$ cat src/design/mtc_pkg.sv
`timescale 1ns / 1ps

package mtc_pkg;

   // code table size and the longest token that can still match
   localparam int CodeCount   = 36;
   localparam int MaxSymbols  = 5;
   localparam int QueueDepth  = 2;

   // ascii codes used on both sides
   localparam logic [7:0] SpaceChar   = 8'h20;
   localparam logic [7:0] SlashChar   = 8'h2F;
   localparam logic [7:0] DotChar     = 8'h2E;
   localparam logic [7:0] DashChar    = 8'h2D;
   localparam logic [7:0] NewlineChar = 8'h0A;

   // separator that goes in front of an encoded letter
   typedef enum logic [1:0] {
      PRE_NONE  = 2'd0,
      PRE_SPACE = 2'd1,
      PRE_GAP   = 2'd3
   } pre_type;

   // one unit of work handed from the front to the back
   typedef struct packed {
      pre_type     pre;
      logic [2:0]  sym_len;
      logic [4:0]  sym_pat;
      logic        has_char;
      logic [7:0]  char_val;
      logic        has_nl;
   } job_type;

   typedef struct packed {
      logic       hit;
      logic [5:0] idx;
   } index_type;

   typedef struct packed {
      logic [2:0] len;
      logic [4:0] pat;
   } code_type;

   typedef struct packed {
      logic       hit;
      logic [7:0] ch;
   } char_hit_type;

   // letter (either case) or digit to code table index
   function automatic index_type char_index(input logic [7:0] c);
      index_type  r;
      logic [7:0] d;
      r = '0;
      d = '0;
      if (c inside {[8'h61:8'h7A]}) begin
         d = c - 8'h61;
         r.hit = 1'b1;
         r.idx = d[5:0];
      end else if (c inside {[8'h41:8'h5A]}) begin
         d = c - 8'h41;
         r.hit = 1'b1;
         r.idx = d[5:0];
      end else if (c inside {[8'h30:8'h39]}) begin
         d = c - 8'h30 + 8'd26;
         r.hit = 1'b1;
         r.idx = d[5:0];
      end
      return r;
   endfunction

   // dot-dash code per index, bit i of pat set when symbol i is a dash
   function automatic code_type code_entry(input logic [5:0] idx);
      code_type r;
      case (idx)
         6'd0:    r = '{3'd2, 5'b00010};
         6'd1:    r = '{3'd4, 5'b00001};
         6'd2:    r = '{3'd4, 5'b00101};
         6'd3:    r = '{3'd3, 5'b00001};
         6'd4:    r = '{3'd1, 5'b00000};
         6'd5:    r = '{3'd4, 5'b00100};
         6'd6:    r = '{3'd3, 5'b00011};
         6'd7:    r = '{3'd4, 5'b00000};
         6'd8:    r = '{3'd2, 5'b00000};
         6'd9:    r = '{3'd4, 5'b01110};
         6'd10:   r = '{3'd3, 5'b00101};
         6'd11:   r = '{3'd4, 5'b00010};
         6'd12:   r = '{3'd2, 5'b00011};
         6'd13:   r = '{3'd2, 5'b00001};
         6'd14:   r = '{3'd3, 5'b00111};
         6'd15:   r = '{3'd4, 5'b00110};
         6'd16:   r = '{3'd4, 5'b01011};
         6'd17:   r = '{3'd3, 5'b00010};
         6'd18:   r = '{3'd3, 5'b00000};
         6'd19:   r = '{3'd1, 5'b00001};
         6'd20:   r = '{3'd3, 5'b00100};
         6'd21:   r = '{3'd4, 5'b01000};
         6'd22:   r = '{3'd3, 5'b00110};
         6'd23:   r = '{3'd4, 5'b01001};
         6'd24:   r = '{3'd4, 5'b01101};
         6'd25:   r = '{3'd4, 5'b00011};
         6'd26:   r = '{3'd5, 5'b11111};
         6'd27:   r = '{3'd5, 5'b11110};
         6'd28:   r = '{3'd5, 5'b11100};
         6'd29:   r = '{3'd5, 5'b11000};
         6'd30:   r = '{3'd5, 5'b10000};
         6'd31:   r = '{3'd5, 5'b00000};
         6'd32:   r = '{3'd5, 5'b00001};
         6'd33:   r = '{3'd5, 5'b00011};
         6'd34:   r = '{3'd5, 5'b00111};
         6'd35:   r = '{3'd5, 5'b01111};
         default: r = '0;
      endcase
      return r;
   endfunction

   // table index to upper-case letter or digit
   function automatic logic [7:0] index_char(input logic [5:0] idx);
      logic [7:0] r;
      if (idx < 6'd26) begin
         r = 8'h41 + {2'b00, idx};
      end else begin
         r = 8'h30 + {2'b00, idx} - 8'd26;
      end
      return r;
   endfunction

   // token to character, compared against every table entry in parallel
   function automatic char_hit_type code_lookup(input logic [2:0] len, input logic [4:0] pat);
      char_hit_type r;
      code_type     e;
      r = '0;
      e = '0;
      for (int i = 0; i < CodeCount; i++) begin
         e = code_entry(6'(i));
         if (!r.hit && e.len == len && e.pat == pat && len != 3'd0) begin
            r.hit = 1'b1;
            r.ch  = index_char(6'(i));
         end
      end
      return r;
   endfunction

   // number of separator bytes
   function automatic logic [1:0] pre_count(input pre_type p);
      logic [1:0] r;
      case (p)
         PRE_NONE:  r = 2'd0;
         PRE_SPACE: r = 2'd1;
         PRE_GAP:   r = 2'd3;
         default:   r = 2'd0;
      endcase
      return r;
   endfunction

   // number of bytes a job emits
   function automatic logic [3:0] job_total(input job_type j);
      return {2'b00, pre_count(j.pre)} + {1'b0, j.sym_len}
             + {3'b000, j.has_char} + {3'b000, j.has_nl};
   endfunction

endpackage

$ cat src/design/mtc_front.sv
`timescale 1ns / 1ps

module mtc_front (
   input  logic            clock,
   input  logic            reset,
   input  logic            csr_wr_en,
   input  logic            csr_wr_data,
   input  logic            req_valid,
   output logic            req_ready,
   input  logic [7:0]      req_char_in,
   input  logic            req_end_of_message,
   input  logic            q_full,
   output logic            q_push,
   output mtc_pkg::job_type q_job
);

   logic       mode_ff, mode_in;
   logic       started_ff, started_in;
   logic       word_break_ff, word_break_in;
   logic [2:0] tok_len_ff, tok_len_in;
   logic [4:0] tok_pat_ff, tok_pat_in;
   logic       tok_slash_ff, tok_slash_in;
   logic       tok_bad_ff, tok_bad_in;

   logic                  accept;
   mtc_pkg::index_type    enc_idx;
   mtc_pkg::code_type     enc_code;
   mtc_pkg::char_hit_type dec_hit;
   mtc_pkg::char_hit_type flush_hit;
   logic                  bad_tmp;

   assign req_ready = !q_full;
   assign accept    = req_valid && req_ready;

   // table lookups for both directions
   always_comb begin
      enc_idx  = mtc_pkg::char_index(req_char_in);
      enc_code = mtc_pkg::code_entry(enc_idx.idx);
      dec_hit  = mtc_pkg::code_lookup(tok_len_ff, tok_pat_ff);
      flush_hit = '0;
      if (tok_slash_ff) begin
         flush_hit.hit = 1'b1;
         flush_hit.ch  = mtc_pkg::SpaceChar;
      end else if (!tok_bad_ff) begin
         flush_hit = dec_hit;
      end
   end

   // classify the request, build the job and the next state
   always_comb begin
      mode_in       = csr_wr_en ? csr_wr_data : mode_ff;
      started_in    = started_ff;
      word_break_in = word_break_ff;
      tok_len_in    = tok_len_ff;
      tok_pat_in    = tok_pat_ff;
      tok_slash_in  = tok_slash_ff;
      tok_bad_in    = tok_bad_ff;
      q_push        = 1'b0;
      q_job         = '0;
      bad_tmp       = tok_bad_ff;
      if (accept) begin
         if (req_end_of_message) begin
            // flush in decode mode, newline always, then clear
            q_push         = 1'b1;
            q_job.has_nl   = 1'b1;
            q_job.has_char = mode_ff && flush_hit.hit;
            q_job.char_val = flush_hit.ch;
            started_in     = 1'b0;
            word_break_in  = 1'b0;
            tok_len_in     = '0;
            tok_pat_in     = '0;
            tok_slash_in   = 1'b0;
            tok_bad_in     = 1'b0;
         end else if (!mode_ff) begin
            // encode
            if (req_char_in == mtc_pkg::SpaceChar) begin
               if (started_ff) begin
                  word_break_in = 1'b1;
               end
            end else if (enc_idx.hit) begin
               q_push        = 1'b1;
               q_job.sym_len = enc_code.len;
               q_job.sym_pat = enc_code.pat;
               if (started_ff) begin
                  q_job.pre = word_break_ff ? mtc_pkg::PRE_GAP : mtc_pkg::PRE_SPACE;
               end else begin
                  q_job.pre = mtc_pkg::PRE_NONE;
               end
               started_in    = 1'b1;
               word_break_in = 1'b0;
            end
         end else begin
            // decode
            if (req_char_in == mtc_pkg::SpaceChar) begin
               q_push         = flush_hit.hit;
               q_job.has_char = flush_hit.hit;
               q_job.char_val = flush_hit.ch;
               tok_len_in     = '0;
               tok_pat_in     = '0;
               tok_slash_in   = 1'b0;
               tok_bad_in     = 1'b0;
            end else if (tok_len_ff == 3'd0 && !tok_bad_ff && !tok_slash_ff
                         && req_char_in == mtc_pkg::SlashChar) begin
               tok_slash_in = 1'b1;
            end else begin
               if (tok_slash_ff) begin
                  tok_slash_in = 1'b0;
                  bad_tmp      = 1'b1;
               end
               if (!bad_tmp && (req_char_in inside {mtc_pkg::DotChar, mtc_pkg::DashChar})
                   && tok_len_ff < 3'(mtc_pkg::MaxSymbols)) begin
                  if (req_char_in == mtc_pkg::DashChar) begin
                     tok_pat_in = tok_pat_ff | (5'b00001 << tok_len_ff);
                  end
                  tok_len_in = tok_len_ff + 3'd1;
                  tok_bad_in = bad_tmp;
               end else begin
                  tok_bad_in = 1'b1;
               end
            end
         end
      end
   end

   // state registers
   always_ff @(posedge clock) begin
      if (reset) begin
         mode_ff       <= 1'b0;
         started_ff    <= 1'b0;
         word_break_ff <= 1'b0;
         tok_len_ff    <= '0;
         tok_pat_ff    <= '0;
         tok_slash_ff  <= 1'b0;
         tok_bad_ff    <= 1'b0;
      end else begin
         mode_ff       <= mode_in;
         started_ff    <= started_in;
         word_break_ff <= word_break_in;
         tok_len_ff    <= tok_len_in;
         tok_pat_ff    <= tok_pat_in;
         tok_slash_ff  <= tok_slash_in;
         tok_bad_ff    <= tok_bad_in;
      end
   end

endmodule

$ cat src/design/mtc_queue.sv
`timescale 1ns / 1ps

module mtc_queue #(
   parameter int Depth = mtc_pkg::QueueDepth
) (
   input  logic             clock,
   input  logic             reset,
   input  logic             push,
   input  mtc_pkg::job_type push_data,
   input  logic             pop,
   output mtc_pkg::job_type pop_data,
   output logic             not_empty,
   output logic             full
);

   localparam int PtrW = (Depth > 1) ? $clog2(Depth) : 1;
   localparam int CntW = $clog2(Depth + 1);

   mtc_pkg::job_type slot_ff [Depth];
   logic [PtrW-1:0]  wr_ptr_ff, wr_ptr_in;
   logic [PtrW-1:0]  rd_ptr_ff, rd_ptr_in;
   logic [CntW-1:0]  count_ff, count_in;

   assign not_empty = count_ff != '0;
   assign full      = count_ff == CntW'(Depth);
   assign pop_data  = slot_ff[rd_ptr_ff];

   // pointer and fill count update
   always_comb begin
      wr_ptr_in = wr_ptr_ff;
      rd_ptr_in = rd_ptr_ff;
      count_in  = count_ff;
      if (push) begin
         wr_ptr_in = (wr_ptr_ff == PtrW'(Depth - 1)) ? '0 : wr_ptr_ff + 1'b1;
      end
      if (pop) begin
         rd_ptr_in = (rd_ptr_ff == PtrW'(Depth - 1)) ? '0 : rd_ptr_ff + 1'b1;
      end
      if (push && !pop) begin
         count_in = count_ff + 1'b1;
      end else if (pop && !push) begin
         count_in = count_ff - 1'b1;
      end
   end

   always_ff @(posedge clock) begin
      if (reset) begin
         wr_ptr_ff <= '0;
         rd_ptr_ff <= '0;
         count_ff  <= '0;
      end else begin
         wr_ptr_ff <= wr_ptr_in;
         rd_ptr_ff <= rd_ptr_in;
         count_ff  <= count_in;
      end
   end

   // storage, no reset
   always_ff @(posedge clock) begin
      if (push) begin
         slot_ff[wr_ptr_ff] <= push_data;
      end
   end

endmodule

$ cat src/design/mtc_back.sv
`timescale 1ns / 1ps

module mtc_back (
   input  logic             clock,
   input  logic             reset,
   input  logic             q_not_empty,
   input  mtc_pkg::job_type q_job,
   output logic             q_pop,
   output logic             rsp_valid,
   input  logic             rsp_ready,
   output logic [7:0]       rsp_out_char,
   output logic             rsp_last_of_run
);

   mtc_pkg::job_type job_ff, job_in;
   logic             job_valid_ff, job_valid_in;
   logic [2:0]       pos_ff, pos_in;
   logic             rsp_valid_ff, rsp_valid_in;
   logic [7:0]       rsp_char_ff, rsp_char_in;
   logic             rsp_last_ff, rsp_last_in;

   logic       out_free;
   logic       emit;
   logic       last;
   logic [3:0] total;
   logic [3:0] pos_ext;
   logic [3:0] pre_n;
   logic [3:0] sym_off;
   logic [3:0] tail_off;
   logic [4:0] pat_shift;
   logic [7:0] cur_char;

   assign rsp_valid       = rsp_valid_ff;
   assign rsp_out_char    = rsp_char_ff;
   assign rsp_last_of_run = rsp_last_ff;

   assign out_free = !rsp_valid_ff || rsp_ready;
   assign emit     = job_valid_ff && out_free;
   assign total    = mtc_pkg::job_total(job_ff);
   assign pos_ext  = {1'b0, pos_ff};
   assign last     = (pos_ext + 4'd1) == total;
   assign q_pop    = q_not_empty && (!job_valid_ff || (emit && last));

   // byte at the current position: separator, symbols, character, newline
   always_comb begin
      pre_n     = {2'b00, mtc_pkg::pre_count(job_ff.pre)};
      sym_off   = pos_ext - pre_n;
      tail_off  = sym_off - {1'b0, job_ff.sym_len};
      pat_shift = job_ff.sym_pat >> sym_off[2:0];
      if (pos_ext < pre_n) begin
         cur_char = (pos_ext == 4'd1) ? mtc_pkg::SlashChar : mtc_pkg::SpaceChar;
      end else if (sym_off < {1'b0, job_ff.sym_len}) begin
         cur_char = pat_shift[0] ? mtc_pkg::DashChar : mtc_pkg::DotChar;
      end else if (job_ff.has_char && tail_off == 4'd0) begin
         cur_char = job_ff.char_val;
      end else begin
         cur_char = mtc_pkg::NewlineChar;
      end
   end

   // sequencing of the current job and the output register
   always_comb begin
      job_in       = job_ff;
      job_valid_in = job_valid_ff;
      pos_in       = pos_ff;
      rsp_valid_in = rsp_valid_ff;
      rsp_char_in  = rsp_char_ff;
      rsp_last_in  = rsp_last_ff;
      if (emit) begin
         rsp_valid_in = 1'b1;
         rsp_char_in  = cur_char;
         rsp_last_in  = last;
         if (last) begin
            job_valid_in = 1'b0;
            pos_in       = '0;
         end else begin
            pos_in = pos_ff + 3'd1;
         end
      end else if (out_free) begin
         rsp_valid_in = 1'b0;
      end
      if (q_pop) begin
         job_in       = q_job;
         job_valid_in = 1'b1;
         pos_in       = '0;
      end
   end

   always_ff @(posedge clock) begin
      if (reset) begin
         job_valid_ff <= 1'b0;
         pos_ff       <= '0;
         rsp_valid_ff <= 1'b0;
      end else begin
         job_valid_ff <= job_valid_in;
         pos_ff       <= pos_in;
         rsp_valid_ff <= rsp_valid_in;
      end
   end

   // payload registers
   always_ff @(posedge clock) begin
      job_ff      <= job_in;
      rsp_char_ff <= rsp_char_in;
      rsp_last_ff <= rsp_last_in;
   end

endmodule

$ cat src/design/morse_text_codec_top.sv
`timescale 1ns / 1ps

// Morse text codec: text to dot-dash code, or dot-dash tokens back to text.
// Request channel (req_valid/req_ready): one ASCII byte in req_char_in, or an
// end-of-message marker in req_end_of_message that flushes and ends with a newline.
// Response channel (rsp_valid/rsp_ready): one ASCII byte per response, with
// rsp_last_of_run set on the final byte a request produces (up to eight).
// A request that produces nothing (a skipped byte, a space) sends no response.
// csr_wr_en/csr_wr_data write decode_mode (0 encode, 1 decode); write it only
// while the codec is idle. The mode write keeps the message state.
// A request's job is registered in the queue slot, then the job register, and its
// first byte in the output register. One response byte per cycle while the
// receiver is ready; a request produces 1 to 8 bytes (2 to 8 for an encoded
// letter after the first), and the single-byte output register sets that pace.
// Requests that give nothing are taken one per cycle while the queue has room.
// A small job queue sits between the classifier and the byte sequencer, so
// requests keep being taken while the receiver stalls, until the queue fills.
// Reset clears the mode to encode and all message state; no clearing pass.

module morse_text_codec_top #(
   parameter int QueueDepth = mtc_pkg::QueueDepth
) (
   input  logic       clock,
   input  logic       reset,
   input  logic       csr_wr_en,
   input  logic       csr_wr_data,
   input  logic       req_valid,
   output logic       req_ready,
   input  logic [7:0] req_char_in,
   input  logic       req_end_of_message,
   output logic       rsp_valid,
   input  logic       rsp_ready,
   output logic [7:0] rsp_out_char,
   output logic       rsp_last_of_run
);

   logic             q_push;
   logic             q_pop;
   logic             q_full;
   logic             q_not_empty;
   mtc_pkg::job_type q_in_job;
   mtc_pkg::job_type q_out_job;

   // classifier and message state
   mtc_front u_front (
      .clock              (clock),
      .reset              (reset),
      .csr_wr_en          (csr_wr_en),
      .csr_wr_data        (csr_wr_data),
      .req_valid          (req_valid),
      .req_ready          (req_ready),
      .req_char_in        (req_char_in),
      .req_end_of_message (req_end_of_message),
      .q_full             (q_full),
      .q_push             (q_push),
      .q_job              (q_in_job)
   );

   // job queue
   mtc_queue #(
      .Depth (QueueDepth)
   ) u_queue (
      .clock     (clock),
      .reset     (reset),
      .push      (q_push),
      .push_data (q_in_job),
      .pop       (q_pop),
      .pop_data  (q_out_job),
      .not_empty (q_not_empty),
      .full      (q_full)
   );

   // byte sequencer
   mtc_back u_back (
      .clock           (clock),
      .reset           (reset),
      .q_not_empty     (q_not_empty),
      .q_job           (q_out_job),
      .q_pop           (q_pop),
      .rsp_valid       (rsp_valid),
      .rsp_ready       (rsp_ready),
      .rsp_out_char    (rsp_out_char),
      .rsp_last_of_run (rsp_last_of_run)
   );

   // queue never written while full
   assert property (@(posedge clock) disable iff (reset) q_push |-> !q_full)
      else $error("job queue overflow");

   // queue never read while empty
   assert property (@(posedge clock) disable iff (reset) q_pop |-> q_not_empty)
      else $error("job queue underflow");

   // an end marker always yields a job
   assert property (@(posedge clock) disable iff (reset)
      (req_valid && req_ready && req_end_of_message) |-> q_push)
      else $error("end marker produced no job");

   // every queued job emits at least one and at most eight bytes
   assert property (@(posedge clock) disable iff (reset)
      q_push |-> (mtc_pkg::job_total(q_in_job) != 4'd0
                  && mtc_pkg::job_total(q_in_job) <= 4'd8))
      else $error("job with bad byte count");

endmodule

$ cat config.mk
export PLATFORM = sky130hd
export DESIGN_NAME = morse_text_codec_top
export DESIGN_NICKNAME = d
export VERILOG_FILES = /design/src/design/mtc_pkg.sv /design/src/design/mtc_front.sv /design/src/design/mtc_queue.sv /design/src/design/mtc_back.sv /design/src/design/morse_text_codec_top.sv
export SDC_FILE = /design/constraint.sdc
export NUM_CORES = 1
export LEC_CHECK = 0
export ABC_AREA = 0
export BUFFER_PORTS_ARGS = -buffer_cell sky130_fd_sc_hd__buf_2
export CORE_UTILIZATION = 50
export DETAILED_ROUTE_END_ITERATION = 16
export PLACE_DENSITY = 0.67
export REMOVE_ABC_BUFFERS = 1
export SLEW_MARGIN = 15
export SYNTH_ARGS = -nofsm -noshare
export SYNTH_HDL_FRONTEND = slang
export SYNTH_HIERARCHICAL = 1
export SYNTH_SLANG_ARGS = --single-unit
$ cat constraint.sdc
create_clock -name clock -period 9.2 [get_ports clock]
set_input_delay 0.92 -clock clock [delete_from_list [all_inputs] [get_ports clock]]
set_output_delay 0.92 -clock clock [all_outputs]
set_load 0.02 [all_outputs]
==> Word-level counts from Yosys, hierarchy flattened <==
Memory sizes are Yosys's and may differ from the RTL's. A register that Yosys moved wholly into a read port is not among the register bits.
Cells that the tools add are included.
{ "totals": {"memories": 2, "rom_bits": 512, "input_bits": 15, "output_inout_bits": 11, "register_bits": 31, "wordCells": 383, "mem_bits_rw": 40} }
{ "op_classes": {"n_reduce_logical": 191, "n_eq_ne": 36, "n_mux": 111, "bitwise_logic": 1, "add_sub_neg": 16, "magnitude_cmp": 9, "shifts": 2} }
{ "mem_list": {"columns": ["name", "words", "word_bits", "rd", "rd_clocked_by_memory_dff", "wr", "line_no", "rtl"], "rows": [
  ["(name not given)", 64, 8, 1, 0, 0, "mtc_pkg.sv:74", "case (idx)"],
  ["u_queue.slot_ff", 2, 20, 1, 1, 1, "mtc_queue.sv:19", "mtc_pkg::job_type slot_ff [Depth];"]
]} }
{ "op_table": {"columns": ["operator", "n"], "rows": [
  ["two-way mux 9 bit", 41],
  ["logical AND 1 bit", 123],
  ["zero test 1 bit", 43],
  ["two-way mux 1 bit", 40],
  ["two-way mux 10 bit", 4],
  ["equality test 8 x 6 -> 1 bit (second input constant)", 4],
  ["equality test 4 x 5 -> 1 bit (first input constant)", 6],
  ["two-way mux 5 bit", 6],
  ["equality test 5 bit (first input constant)", 5],
  ["two-way mux 8 bit", 3],
  ["two-way mux 7 bit", 3],
  ["equality test 3 x 5 -> 1 bit (first input constant)", 4],
  ["two-way mux 20 bit", 1],
  ["two-way mux 3 bit", 6],
  [">= comparator 8 x 7 -> 1 bit (second input constant)", 2],
  ["less-or-equal comparator 8 x 7 -> 1 bit (second input constant)", 2],
  ["nonzero test 2 bit", 8],
  ["AND reduction 4 bit", 3],
  ["nonzero test 3 bit", 4],
  ["subtractor 6 bit (second input constant)", 2],
  ["equality test 2 x 5 -> 1 bit (first input constant)", 2],
  ["two-way mux 2 bit", 5],
  ["adder 4 x 1 -> 4 bit", 2],
  [">= comparator 8 x 6 -> 1 bit (second input constant)", 1],
  ["other kinds (37)", 46]
]} }

==> Longest topological paths before layout <==
{ "depth": {"depth_word": 189, "ltp_mapped": 14, "depth_no_buf": 13} }

==> Cells and area by module <==
The synthesis kept the hierarchy.
{ "modules_own_cells": {"columns": ["module", "seq_area_each_um2", "cells_per_inst", "area_per_inst_um2", "n_inst"], "rows": [
  ["mtc_front", 260.2, 357, 2517.4, 1],
  ["mtc_back", 970.9, 132, 1679.1, 1],
  ["mtc_queue", 1301.2, 84, 1646.6, 1]
]} }

==> Worst setup path after synthesis <==
No wires, ideal clock.
{ "synth_timing": {"kind": "input-to-reg", "startpoint": "input port req_char_in[0]", "endpoint": "memory u_queue/slot_ff[0][0] (netlist bit), enable pin", "setup_time_ps": 399, "stages": 9, "required_time_ps": 8801, "path_buffers": 0, "setup_slack_ps": 5454, "arrival_ps": 3347, "cell_sequence": "inv_1 -> ha_1 -> o211ai_1 -> a211oi_4 -> a21oi_1 -> nor2_1 -> o21ai_0 -> o31ai_1 -> nor2b_1"} }
{ "synth_between": {"elab_chain_cells": 12, "word_cells_on_any_way": 21, "classes_between": "6 x order compare; 1 x eq/ne; 11 x mux; 3 x reduce/logical"} }
{ "synth_rtl": {"columns": ["item", "line_no", "rtl"], "rows": [
  ["start: declaration", "morse_text_codec_top.sv:29", "input logic [7:0] req_char_in,"],
  [">= comparator 8 x 6 -> 1 bit / less-or-equal comparator 8 x 6 -> 1 bit (equally long branches)", "mtc_pkg.sv:63", "end else if (c inside {[8'h30:8'h39]}) begin"],
  ["logical AND 1 bit", "mtc_pkg.sv:63", null],
  ["two-way mux 7 bit", "mtc_pkg.sv:63", null],
  ["two-way mux 7 bit", "mtc_pkg.sv:59", "end else if (c inside {[8'h41:8'h5A]}) begin"],
  ["two-way mux 7 bit", "mtc_pkg.sv:55", "if (c inside {[8'h61:8'h7A]}) begin"],
  ["two-way mux 1 bit", "mtc_front.sv:80", "end else if (enc_idx.hit) begin"],
  ["two-way mux 1 bit", "mtc_front.sv:76", "if (req_char_in == mtc_pkg::SpaceChar) begin"],
  ["two-way mux 1 bit (*)", "mtc_front.sv:74", "end else if (!mode_ff) begin"],
  ["two-way mux 1 bit (*)", "mtc_front.sv:62", "if (req_end_of_message) begin"],
  ["two-way mux 1 bit (*)", "mtc_front.sv:61", "if (accept) begin"],
  ["via q_push", "morse_text_codec_top.sv:37", "logic q_push;"],
  ["two-way mux 1 bit (*)", "mtc_queue.sv:60", "if (push) begin"],
  ["two-way mux 1 bit (not written as such) (*)", "mtc_queue.sv:61", "slot_ff[wr_ptr_ff] <= push_data;"],
  ["end: declaration", "mtc_queue.sv:19", null]
]} }
The timed path passes the listed nets; every way through them passes the cells marked *.

==> Worst setup path in the final report <==
{ "layout_timing": {"startpoint": "register, netlist name u_back/job_ff[9]", "endpoint": "register u_queue.count_ff[1]"} }
{ "layout_between": {"elab_chain_cells": 9, "word_cells_on_any_way": 11, "classes_between": "2 x add/sub; 1 x eq/ne; 1 x mux; 7 x reduce/logical"} }
{ "layout_rtl": {"columns": ["item", "line_no", "rtl"], "rows": [
  ["adder 4 x 1 -> 4 bit (*) (2 in a row)", "mtc_pkg.sv:158", "+ {3'b000, j.has_char} + {3'b000, j.has_nl};"],
  ["equality test 4 bit (*)", "mtc_back.sv:41", "assign last = (pos_ext + 4'd1) == total;"],
  ["logical AND 1 bit (*)", "mtc_back.sv:42", "assign q_pop = q_not_empty && (!job_valid_ff || (emit && last));"],
  ["logical OR 1 bit (*)", "mtc_back.sv:42", null],
  ["logical AND 1 bit (*)", "mtc_back.sv:42", null],
  ["via q_pop", "morse_text_codec_top.sv:38", "logic q_pop;"],
  ["zero test 1 bit", "mtc_queue.sv:39", "if (push && !pop) begin"],
  ["logical AND 1 bit", "mtc_queue.sv:39", null],
  ["two-way mux 2 bit / nonzero test 2 bit (equally long branches)", null, null],
  ["end signal: assignment", "mtc_queue.sv:54", "count_ff <= count_in;"],
  ["end: declaration", "mtc_queue.sv:22", "logic [CntW-1:0] count_ff, count_in;"]
]} }
Marked as above.
A chain may end at the register's enable or synchronous reset.

==> reports/metrics.csv <==
metric;value;unit
routed vias/inst;6.04;
most instantiated cells after synthesis;69 x edfxtp_1, 55 x nor2_1, 39 x nand2_1;
H-tree Lvls;3;
P_leak;2.31;nW
Setup-failing EPs final;0;
Critical Path Start Type;flop;
max cap viols;0;
gr ovfl total;0;
Iteration-0 DRC Markers;362;
RSZ-0062 raised after global routing;no;
fill cell count;1028;
antenna violations before repair;0;
final hold vios;0;
hold path endpoint;u_queue/count_ff[1]$_SDFFE_PP0P_;
f_max;240;MHz
crit-path cells;fa_1, ha_1, fa_1, xnor2_1, xnor2_1, o211ai_1, o21ai_1, and2_1, inv_1, ha_1, or3_1, a21oi_1;
postcts setup bufs;0;
area leader, netlist;edfxtp_1;
Clock Path Buffers;2;
gr usage total;21.0;%
Root Driver;clkbuf_16;
CTS tree;done;
Post-Route WL;11.9;mm
largest net degree at the start of global routing;23;
R2R depth;12;
CP required;9.47;ns
most common cell in the netlist;edfxtp_1;
Inserted Diodes;0;
Sequential cell area;0.00253;mm²
outcome;completed;
antenna viol nets, final;0;
Tcrit/Tclk final;45.3;%
Port Buffers;25;
die area;0.0121;mm²
Critical-path top delay cell;and2_1;
hold slack;0.497;ns
Core Area;0.0114;mm²
area taken by multi-input logic gates;0.00302;mm²
Cell Area, Synth;0.00584;mm²
worst-path fanout max;22;
gpl congestion;0.883;
Final TNS setup;0;ns
synthesis-stage register bit count;92;
Die Wd;110;µm
Worst Tran Pin Value;1.13;ns
cell count after synthesis;573;
Avg Inst Size Synth;10.2;µm²
hold crit path type;reg -> reg;
clk_lat worst skew;0.34;ns
Die Height;110;µm
share of layout cells above drive strength 1;16.6;%
reg2reg start;u_back/job_ff[9]$_DFFE_PP_;
first-pass GRT wire length;19.8;mm
drt wl/cell;16.2;µm
via count;4426;
reg-to-reg endpoint;u_queue/count_ff[1]$_SDFFE_PP0P_;
R2R Setup Slk;5.03;ns
EDFF count, synth;69;
Synth Flop Type;edfxtp_1;
Synth area leaders;edfxtp_1 35%, dfxtp_1 7.9%, ha_1 6.9%;
skew final;0.00874;ns
pwr dens;246;mW/mm²
YS warnings;6;
drt drc;0;
Ports;26;
top-area cell type share of the netlist area;35.5;%
Worst Setup Path Type;reg -> reg;
Critical Path Sink Type;flop;
Pins Over Slew Limit;0;
vias in the first global route;4107;
Crit path largest cell delay;0.82;ns
cell row count;39;
Tmin final;4.17;ns
sequential element share of the synthesized area;43.3;%
number of nets in the layout;635;
hold depth;2;
Post-synth ARST share;0;%
CTS resizes;0;
DP Wirelength;8.71;mm
drt pass-1 iters;5;
Pwr Total;0.00155;W
HP Start;u_queue/count_ff[1]$_SDFFE_PP0P_;
WP data arrival;4.44;ns
CTS buffer count;9;
Worst VDD drop;206;µV
initial core utilization;51.2;%
Buf+Inv Stages, Crit Path;1;
CTS Hold Bufs;0;
post-synth cell types;87;
critical path's top delay family;adder cells;
clock transition at the registers of the reported paths;0.07;ns
synth-to-layout area growth;7.75;%
Core Util, Final;55.1;%
CTS sink count;92;
max_slew headroom;24.4;%
## where the power goes
| group | leakage, nW | internal [W] | switching (W) |
|---|---|---|---|
| registers | 0.845 | 0.000572 | 0.0000489 |
| logic | 1.32 | 0.000253 | 0.000324 |
| clock network | 0.146 | 0.000191 | 0.000161 |
## kinds of logic (layout without fill, tap and decap cells)
logic type | count (synthesis) | in the layout | share of synthesized area [%]
buffers and inverters | 62 | 79 | 4.97
xor gates and xnor gates | 16 | 16 | 2.40
adders and majority gates | 35 | 35 | 7.88
DFF | 92 | 92 | 43.3
muxes | 28 | 28 | 5.59
AOI/OAI and AO/OA | 137 | 137 | 17.8
other | 1 | 1 | 0.0642
and+or+nand+nor | 202 | 202 | 17.9
## flip-flops by register name (all words and copies together), names as in the netlist, named ones only
| register | flops |
|---|---|
| u_queue/wr_ptr_ff | 1 |
| u_back/rsp_out_char | 8 |
| u_queue/rd_ptr_ff | 1 |
| u_back/rsp_valid | 1 |
| u_back/rsp_last_of_run | 1 |
| u_front/mode_ff | 1 |
| u_back/job_valid_ff | 1 |
| u_back/pos_ff | 3 |
| u_front/tok_len_ff | 3 |
| u_queue/count_ff | 2 |
| u_front/started_ff | 1 |
| u_front/word_break_ff | 1 |
| u_back/job_ff | 20 |
| u_front/tok_slash_ff | 1 |
| u_front/tok_pat_ff | 5 |
| u_front/tok_bad_ff | 1 |
| u_queue/slot_ff | 40 |
## worst min-delay path: cells and delay by family (launching register included)
kind,cells,cell delay [ns]
compound gates,2,0.13
flops,1,0.32
## cell type report
type	count	share of cell area (%)
multi-input cells	419	48.0
flip-flops and latches	92	40.2
clock buffers	9	3.58
well taps	143	2.84
inverters	37	2.21
repair buffers	26	2.11
clock inverters	7	1.07
## stage by stage
| stage | setup WS (ns) | cells | cell area (µm²) |
|---|---|---|---|
| floorplan | 5.17 | 548 | 5690 |
| global placement | 4.97 | 717 | 6000 |
| detailed placement | 4.80 | 717 | 6000 |
| CTS | 5.01 | 733 | 6300 |
| global route | 4.70 | 733 | 6300 |
| finish | 5.03 | 733 | 6300 |
## worst max-delay path by stage
stage	cells after the start	slack [ns]	startpoint	to
after floorplan	9	5.17	req_char_in[0]	u_queue/slot_ff[0][0]$_DFFE_PP_
after global placement	10	4.97	req_char_in[0]	u_queue/slot_ff[1][12]$_DFFE_PP_
after detailed placement	13	4.80	req_char_in[0]	u_queue/slot_ff[1][12]$_DFFE_PP_
after CTS	12	5.01	u_back/job_ff[9]$_DFFE_PP_	u_queue/count_ff[1]$_SDFFE_PP0P_
after global routing	13	4.70	u_back/job_ff[9]$_DFFE_PP_	u_queue/count_ff[1]$_SDFFE_PP0P_
final	12	5.03	u_back/job_ff[9]$_DFFE_PP_	u_queue/count_ff[1]$_SDFFE_PP0P_
## cell usage in the layout, fill, tap and decap left out, types with 5 or more instances in the layout
cell type  count
edfxtp_1      69
nor2_1        55
nand2_1       39
inv_1         33
ha_1          32
a21oi_1       30
buf_2         25
dfxtp_1       23
mux2_2        22
nand3_1       20
o21ai_0       20
nor3_1        16
xnor2_1       12
nand4_1       11
nor2b_1       10
clkbuf_16      9
and2_1         9
o211ai_1       8
or2_2          7
a31oi_1        7
and3_1         6
a211oi_1       6
nand2b_1       5
## layer usage
layer | share of wire [%] | vias up | global-route usage (%)
met4 | 1.8 | 0 | 6.48
met5 | 0 | - | 0
met1 | 46 | 2111 | 28.5
met3 | 5.8 | 19 | 4.06
met2 | 47 | 145 | 34.2
li1 | - | 2151 | -
No activity file was read; power rests on OpenSTA's default activity.
